$ cat src/rtl/assert_macros.svh
// Assertion helpers; empty under synthesis.
`ifndef ASSERT_MACROS_SVH
`define ASSERT_MACROS_SVH
`ifndef SYNTHESIS
`define ASSERT_CLK_RST(label, clk, rst, prop, msg) \
  label: assert property (@(posedge clk) disable iff (rst) prop) else $error(msg);
`define ASSERT_CLK(label, clk, prop, msg) \
  label: assert property (@(posedge clk) prop) else $error(msg);
`else
`define ASSERT_CLK_RST(label, clk, rst, prop, msg)
`define ASSERT_CLK(label, clk, prop, msg)
`endif
`endif

$ cat src/rtl/rcsc_pkg.sv
package rcsc_pkg;

  localparam int unsigned TDATA_W = 8;
  localparam int unsigned CFG_IDX_W = 3;
  localparam int unsigned CFG_DATA_W = 16;

  typedef logic [1:0] phase_t;
  typedef logic [3:0] op_t;
  typedef logic [3:0] ev_t;

  localparam phase_t PH_IDLE = 2'd0;
  localparam phase_t PH_DETECT = 2'd1;
  localparam phase_t PH_CALL = 2'd2;
  localparam phase_t PH_SMS = 2'd3;

  localparam op_t OP_TICK = 4'd0;
  localparam op_t OP_PROCESS = 4'd1;
  localparam op_t OP_RING_PIN = 4'd2;
  localparam op_t OP_RING = 4'd3;
  localparam op_t OP_CLIP = 4'd4;
  localparam op_t OP_CMTI = 4'd5;
  localparam op_t OP_DISABLE = 4'd6;
  localparam op_t OP_ENABLE = 4'd7;
  localparam op_t OP_RESET = 4'd8;
  localparam op_t OP_POLL_RESTART = 4'd9;

  localparam ev_t EV_PIN = 4'b0001;
  localparam ev_t EV_RING = 4'b0010;
  localparam ev_t EV_CLIP = 4'b0100;
  localparam ev_t EV_CMTI = 4'b1000;

  localparam logic [CFG_IDX_W-1:0] REG_LONG_POLL = 3'd0;
  localparam logic [CFG_IDX_W-1:0] REG_SHORT_POLL = 3'd1;
  localparam logic [CFG_IDX_W-1:0] REG_POLL_RETRIES = 3'd2;
  localparam logic [CFG_IDX_W-1:0] REG_RING_TIMEOUT = 3'd3;
  localparam logic [CFG_IDX_W-1:0] REG_DISABLE_PAUSE = 3'd4;

  localparam logic [15:0] RST_LONG_POLL = 16'd1800;
  localparam logic [15:0] RST_SHORT_POLL = 16'd60;
  localparam logic [3:0] RST_POLL_RETRIES = 4'd10;
  localparam logic [7:0] RST_RING_TIMEOUT = 8'd6;
  localparam logic [7:0] RST_DISABLE_PAUSE = 8'd15;

endpackage

$ cat src/rtl/ring_call_sms_classifier.sv
// Ring/call/SMS classifier. Each request on the slave stream is one modem event
// (tick, process step, ring-pin edge, RING, CLIP, CMTI, disable, enable, reset,
// poll restart); each gives exactly one result on the master stream with the
// phase after the event, SMS-due and missed-call pulses and the ring-enable
// state. Each event lands in an input register; the state update then writes
// the result register from it once that register can advance, so throughput
// is one event per clock while the master side keeps up. Write configuration
// through cfg_we/cfg_index/cfg_data only while no events are in flight.
`include "assert_macros.svh"

module ring_call_sms_classifier (
  input  logic                                clk,
  input  logic                                rst,
  input  logic                                s_tvalid,
  output logic                                s_tready,
  input  logic [rcsc_pkg::TDATA_W-1:0]        s_tdata,   // op[3:0], no_signal[4], zero pad
  output logic                                m_tvalid,
  input  logic                                m_tready,
  output logic [rcsc_pkg::TDATA_W-1:0]        m_tdata,   // phase[1:0], sms_due[2],
                                                         // missed_call[3], ring_enabled[4]
  input  logic                                cfg_we,
  input  logic [rcsc_pkg::CFG_IDX_W-1:0]      cfg_index,
  input  logic [rcsc_pkg::CFG_DATA_W-1:0]     cfg_data
);
  import rcsc_pkg::*;

  // configuration
  logic [15:0] long_poll_interval;
  logic [15:0] short_poll_interval;
  logic [3:0]  poll_retries;
  logic [7:0]  ring_timeout;
  logic [7:0]  disable_pause;

  // input register
  logic        in_valid;
  op_t         in_op;
  logic        in_no_signal;

  // classifier state
  phase_t      ring_phase, ring_phase_next;
  ev_t         event_flags, event_flags_next;
  logic [7:0]  pin_ring_count, pin_ring_count_next;
  logic [7:0]  ring_timer, ring_timer_next;
  logic [7:0]  pause_timer, pause_timer_next;
  logic [15:0] poll_timer, poll_timer_next;
  logic [3:0]  retries_left, retries_left_next;
  logic        sms_next, miss_next;

  // result register
  logic        out_valid;
  phase_t      out_phase;
  logic        out_sms_due;
  logic        out_missed_call;
  logic        out_ring_enabled;

  logic        advance;
  logic        step;
  logic [15:0] interval;
  logic [15:0] poll_inc;

  assign advance  = !out_valid || m_tready;
  assign step     = in_valid && advance;
  assign s_tready = !in_valid || advance;

  always_ff @(posedge clk) begin
    if (rst) begin
      long_poll_interval  <= RST_LONG_POLL;
      short_poll_interval <= RST_SHORT_POLL;
      poll_retries        <= RST_POLL_RETRIES;
      ring_timeout        <= RST_RING_TIMEOUT;
      disable_pause       <= RST_DISABLE_PAUSE;
    end else if (cfg_we) begin
      case (cfg_index)
        REG_LONG_POLL:     long_poll_interval  <= cfg_data;
        REG_SHORT_POLL:    short_poll_interval <= cfg_data;
        REG_POLL_RETRIES:  poll_retries        <= cfg_data[3:0];
        REG_RING_TIMEOUT:  ring_timeout        <= cfg_data[7:0];
        REG_DISABLE_PAUSE: disable_pause       <= cfg_data[7:0];
        default: ;
      endcase
    end
  end

  always_ff @(posedge clk) begin
    if (rst) begin
      in_valid <= 1'b0;
    end else if (s_tready) begin
      in_valid <= s_tvalid;
    end
    if (s_tready && s_tvalid) begin
      in_op        <= s_tdata[3:0];
      in_no_signal <= s_tdata[4];
    end
  end

  assign interval = (retries_left != 4'd0 || in_no_signal) ? short_poll_interval
                                                           : long_poll_interval;
  assign poll_inc = (poll_timer != 16'hFFFF) ? poll_timer + 16'd1 : poll_timer;

  always_comb begin
    ring_phase_next     = ring_phase;
    event_flags_next    = event_flags;
    pin_ring_count_next = pin_ring_count;
    ring_timer_next     = ring_timer;
    pause_timer_next    = pause_timer;
    poll_timer_next     = poll_timer;
    retries_left_next   = retries_left;
    sms_next            = 1'b0;
    miss_next           = 1'b0;
    case (in_op)
      OP_TICK: begin
        poll_timer_next = poll_inc;
        if (poll_inc >= interval) begin
          if (retries_left != 4'd0) retries_left_next = retries_left - 4'd1;
          poll_timer_next = 16'd0;
          sms_next        = 1'b1;
        end
        if (ring_timer != 8'hFF) ring_timer_next = ring_timer + 8'd1;
        if (pause_timer != 8'd0) pause_timer_next = pause_timer - 8'd1;
      end
      OP_PROCESS: begin
        case (ring_phase)
          PH_IDLE: begin
            if ((event_flags & (EV_PIN | EV_RING | EV_CLIP)) != 4'd0) begin
              event_flags_next    = 4'd0;
              pin_ring_count_next = 8'd0;
              ring_timer_next     = 8'd0;
              ring_phase_next     = PH_DETECT;
            end
          end
          PH_DETECT: begin
            if ((event_flags & (EV_RING | EV_CLIP)) != 4'd0 || pin_ring_count != 8'd0) begin
              event_flags_next = 4'd0;
              ring_phase_next  = PH_CALL;
            end else if ((event_flags & EV_CMTI) != 4'd0) begin
              retries_left_next = poll_retries;
              event_flags_next  = 4'd0;
              ring_phase_next   = PH_SMS;
            end else if (ring_timer >= ring_timeout) begin
              ring_phase_next = PH_SMS;
            end
          end
          PH_SMS: begin
            retries_left_next = poll_retries;
            sms_next          = 1'b1;
            event_flags_next  = 4'd0;
            ring_timer_next   = 8'd0;
            ring_phase_next   = PH_IDLE;
          end
          default: begin
            // call in progress: end it once ringing has stopped long enough
            if (ring_timer >= ring_timeout) begin
              miss_next        = 1'b1;
              event_flags_next = 4'd0;
              ring_phase_next  = PH_IDLE;
            end
          end
        endcase
      end
      OP_RING_PIN: begin
        event_flags_next = event_flags | EV_PIN;
        if (pin_ring_count != 8'hFF) pin_ring_count_next = pin_ring_count + 8'd1;
        ring_timer_next = 8'd0;
      end
      OP_RING: begin
        event_flags_next = event_flags | EV_RING;
        ring_timer_next  = 8'd0;
      end
      OP_CLIP: begin
        event_flags_next = event_flags | EV_CLIP;
        ring_timer_next  = 8'd0;
      end
      OP_CMTI: begin
        sms_next          = 1'b1;
        event_flags_next  = event_flags | EV_CMTI;
        retries_left_next = poll_retries;
      end
      OP_DISABLE: begin
        pause_timer_next = disable_pause;
        event_flags_next = 4'd0;
        ring_phase_next  = PH_IDLE;
      end
      OP_ENABLE: begin
        pause_timer_next = 8'd0;
      end
      OP_RESET: begin
        event_flags_next = 4'd0;
        ring_phase_next  = PH_IDLE;
        pause_timer_next = 8'd1;
      end
      OP_POLL_RESTART: begin
        poll_timer_next = 16'd0;
      end
      default: ;
    endcase
  end

  always_ff @(posedge clk) begin
    if (rst) begin
      ring_phase     <= PH_IDLE;
      event_flags    <= 4'd0;
      pin_ring_count <= 8'd0;
      ring_timer     <= 8'd0;
      pause_timer    <= 8'd0;
      poll_timer     <= 16'd0;
      retries_left   <= RST_POLL_RETRIES;
    end else if (step) begin
      ring_phase     <= ring_phase_next;
      event_flags    <= event_flags_next;
      pin_ring_count <= pin_ring_count_next;
      ring_timer     <= ring_timer_next;
      pause_timer    <= pause_timer_next;
      poll_timer     <= poll_timer_next;
      retries_left   <= retries_left_next;
    end
  end

  always_ff @(posedge clk) begin
    if (rst) begin
      out_valid <= 1'b0;
    end else if (advance) begin
      out_valid <= in_valid;
    end
    if (step) begin
      out_phase        <= ring_phase_next;
      out_sms_due      <= sms_next;
      out_missed_call  <= miss_next;
      out_ring_enabled <= (pause_timer_next == 8'd0);
    end
  end

  assign m_tvalid = out_valid;
  assign m_tdata  = {3'd0, out_ring_enabled, out_missed_call, out_sms_due, out_phase};

  `ASSERT_CLK_RST(a_step_gives_result, clk, rst, step |=> out_valid, "event processed but no result")
  `ASSERT_CLK_RST(a_miss_goes_idle, clk, rst, (out_valid && out_missed_call) |-> (out_phase == PH_IDLE), "missed call without return to idle")
  `ASSERT_CLK_RST(a_miss_not_sms, clk, rst, out_valid |-> !(out_missed_call && out_sms_due), "missed call and SMS due in one result")
  `ASSERT_CLK(a_stall_needs_item, clk, !s_tready |-> (in_valid && out_valid), "input stalled with a free stage")

endmodule
$ cat config.mk
export PLATFORM = sky130hd
export DESIGN_NAME = ring_call_sms_classifier
export DESIGN_NICKNAME = d
export VERILOG_FILES = /design/src/rtl/rcsc_pkg.sv /design/src/rtl/ring_call_sms_classifier.sv
export VERILOG_INCLUDE_DIRS = /design/src /design/src/rtl
export SDC_FILE = /design/constraint.sdc
export NUM_CORES = 1
export LEC_CHECK = 0
export BUFFER_PORTS_ARGS = -buffer_cell sky130_fd_sc_hd__buf_2
export CAP_MARGIN = 20
export CORE_MARGIN = 3
export CORE_UTILIZATION = 50
export CTS_CLUSTER_DIAMETER = 40
export DETAILED_ROUTE_END_ITERATION = 8
export GPL_TIMING_DRIVEN = 1
export PLACE_DENSITY = 0.68
export SETUP_SLACK_MARGIN = 0.4
export SLEW_MARGIN = 40
export SYNTH_ARGS = -nofsm -noshare
export SYNTH_HDL_FRONTEND = slang
export SYNTH_SLANG_ARGS = --single-unit
$ cat constraint.sdc
create_clock -name clk -period 4.3 [get_ports clk]
set_input_delay 0.215 -clock clk [delete_from_list [all_inputs] [get_ports clk]]
set_output_delay 0.215 -clock clk [all_outputs]
set_load 0.02 [all_outputs]
==> results.txt <==
Rows: 40
Clock Power Share: 52.4%
Fin Setup TNS: 0 ns
Tmin final: 3.64 ns
Worst-path clk slew: 0.06 ns
Crit Path Category: flop to flop
Core area: 12,200 µm²
Post-Syn Area per Cell: 8.07 µm²
Input/output buffers: 35
Estimated wirelength of the detail-placed design: 11.1 mm
Tightest Pin Transition: 0.743 ns
Yosys top cell area share: 32.7%
Power Internal: 0.00214 W
Max cap viols: 0
Critical path's largest stage delay: 0.47 ns
Synth Area in Compound Gates: 17.2%
Pin count of the biggest net entering global routing: 59
Die span in y: 119 µm
Leak: 2.82 nW
Startpoint Class: flop
RSZ-0062 raised after global routing: no
Max-Slew Margin vs Limit: 49.7%
Area Growth Syn to Fin: 15.3%
Root Driver: clkbuf_16
Grt ovf: 0
Dpl cells: 962
Drt first pass iters: 5
Hold Crit Class: input pin to flop
Worst-path maximum fanout: 16
Largest family of logic cells by synthesized area: simple AND/OR/NAND/NOR gates
CTS tree: built
DR WL/cell: 16.1 µm
Mapped cell area: 6370 µm²
Post-route ant nets: 0
Post-route DRC: 0
First-pass GRT wire length: 26.6 mm
Critical Path Start: retries_left[0]
Vias in the first global route: 5,396
Initial DRC Count: 366
P per Cell Area: 383 nW/µm²
Primary FF master, synth: dfxtp_1
Clock Skews: 0.00817 ns
Simple-gate share of the synthesized area: 26.5%
Fillers: 1,118
ANT cells: 0
Switch Pwr: 0.000673 W
Synth Register Bits: 114
CP cell instances: inv_1 > ha_1 > or3b_2 > nor2_1 > buf_4 > mux2i_1 > ha_1 > o211ai_1 > a21oi_1 > a2111oi_2 > o211ai_1 > buf_4 > or4_1 > o21ai_0
Fin nets: 888
Worst-Skew Late Latency: 0.42 ns
I/O pins: 42
Hold Violations, Final: 0
CTS Buffer Depth: 2
Initial core utilization: 52.2%
Initial antenna violation count: 0
Ys async rst share: 0%
# H-tree levels: 4
Worst IR Drop VDD: 0.260 mV
Slowest CP cell: or3b_2
Worst path bufs/invs: 3
Share of layout cells above drive strength 1: 11.6%
CP required: 4.64 ns
Mux contribution to synthesized area: 3.83%
Slew Limit Fails: 0
Sequential area share after synthesis: 37.4%
Vias: 5,824
Total Routing Usage GR: 23.1%
Synth unique cells: 71
RR Startpoint: retries_left[0]
Area contributors post-synth: dfxtp_1 (33%), nand2_1 (8.2%), ha_1 (7.1%), a21oi_1 (5.3%), edfxtp_1 (4.7%)
Post-synth EDFFs: 10
Fmax: 0.275 GHz
CP arrival: 3.98 ns
Final setup vio count: 0
Finished Layout Cells: 1,001
Vias/cell: 5.82
Post-synthesis adder-cell area fraction: 7.07%
Delay-heaviest family, CP: simple AND/OR/NAND/NOR gates
Fin crit share: 84.6%
YS warnings: 0
Sequential share of power: 40.0%
Syn Inst Count: 789
Yosys top cell by area: dfxtp_1
Critical path capture point type: flop
Logic pwr share: 7.7%
Hold path start: s_tvalid
Outcome: finished clean
Die Width: 119 µm
Die ar.: 14,100 µm²
Switching Share: 23.9%
CTS Sinks: 114
Post-Synth XOR/XNOR Area: 3.30%
TritonCTS Buffers: 17
Routed wire length: 16.2 mm
Final Wtd Congestion: 0.903
worst register-to-register path, stage by stage (launching register included):
cell and delay [ns]:
dfxtp_1 0.33, inv_1 0.12, ha_1 0.15, or3b_2 0.47, nor2_1 0.13, buf_4 0.30
mux2i_1 0.32, ha_1 0.28, o211ai_1 0.16, a21oi_1 0.07, a2111oi_2 0.35, o211ai_1 0.14
buf_4 0.19, or4_1 0.46, o21ai_0 0.09
flip-flops by register name, indices dropped and copies added (netlist names), 2 cells and up:
name and flops:
poll_timer 16, in_op 4, ring_timeout 8, disable_pause 8, short_poll_interval 16, ring_timer 8, event_flags 4, out_phase 2
pin_ring_count 8, ring_phase 2, poll_retries 4, long_poll_interval 16, pause_timer 8, retries_left 4
placed cells by master (no fill, tap or decap), types with 13 or more instances in the layout:
cell       instances
nor2_1            67
dfxtp_1          104
clkbuf_16         18
nand2_1          139
inv_1             28
buf_2             35
ha_1              36
mux2i_1           21
a21oi_1           66
nand3_1           34
xnor2_1           17
nand4_1           13
o21ai_0           28
nor3_1            16
power by group through the flow:
stage                     logic, W  clock network (W)  registers (W)
after floorplan           0.000153                  0        0.00113
final                     0.000215            0.00147        0.00112
after CTS                 0.000212            0.00149        0.00112
after detailed placement  0.000205                  0        0.00115
after global placement    0.000199                  0        0.00115
after global routing      0.000239            0.00154        0.00113
synth_stat cells, types with 7 or more instances:
cell type  instances
inv_1             28
dfxtp_1          104
nor2_1            68
nand3_1           34
a21o_1             8
mux2i_1           21
o211ai_1           9
a31oi_1            8
nand2_1          139
nor2b_1           12
ha_1              36
nor4_1            10
nor3_1            16
clkbuf_1          26
o21ai_0           28
a21oi_1           67
nand4_1           13
xor2_1             7
edfxtp_1          10
and3_1            12
a211oi_1           8
xnor2_1           17
a22o_1            10
final timing paths:
check	to	slack, ns	depth (start not counted)
worst max-delay path	poll_timer[8]	0.66	14
worst min-delay path	in_valid	0.02	3
worst max register to register	poll_timer[8]	0.66	14
worst min register to register	ring_timeout[7]	0.45	2
per-stage QoR:
stage	util, %	total power [W]	worst slack [ns]	area (µm²)	hold WS [ns]
6_report	60.2	0.00281	0.661	7350	0.0227
5_1_grt	60.2	0.00291	0.478	7350	0.0294
4_1_cts	60.0	0.00283	0.500	7330	0.00777
3_5_place_dp	54.4	0.00135	0.265	6650	0.393
3_3_place_gp	54.4	0.00134	0.356	6640	0.393
2_1_floorplan	-	0.00129	0.526	6380	0.314
cell type report:
cell class	instances	area, µm²	area share (%)
multi-input combinational	607	3720	50.6
sequential	114	2380	32.4
clock buffer	21	472	6.42
timing repair buffer	50	300	4.09
tap	168	210	2.86
clock inverter	11	149	2.03
inverter	30	113	1.53
per-layer routing:
metal	routed length (µm)	GRT usage [%]
met1	7620	31.8
met4	231	6.95
met3	946	6.51
met2	7360	35.4
met5	0	0
cell families after synthesis:
family	after synthesis
simple gates	349
compound gates	171
flops	114
buf+inv	70
fa+ha+maj	36
xor+xnor	24
mux	24
other cells	1
repair_timing:
| action | in CTS | in global routing |
|---|---|---|
| hold buffers | 5 | 0 |
| pin swaps | 1 | 0 |
| buffers inserted | 2 | 0 |
| resized for setup | 0 | 3 |
| endpoints found under the setup margin | 16 | 21 |
| endpoints found under the hold margin | 5 | 0 |
Note: power is estimated with default switching activity, not from simulation.
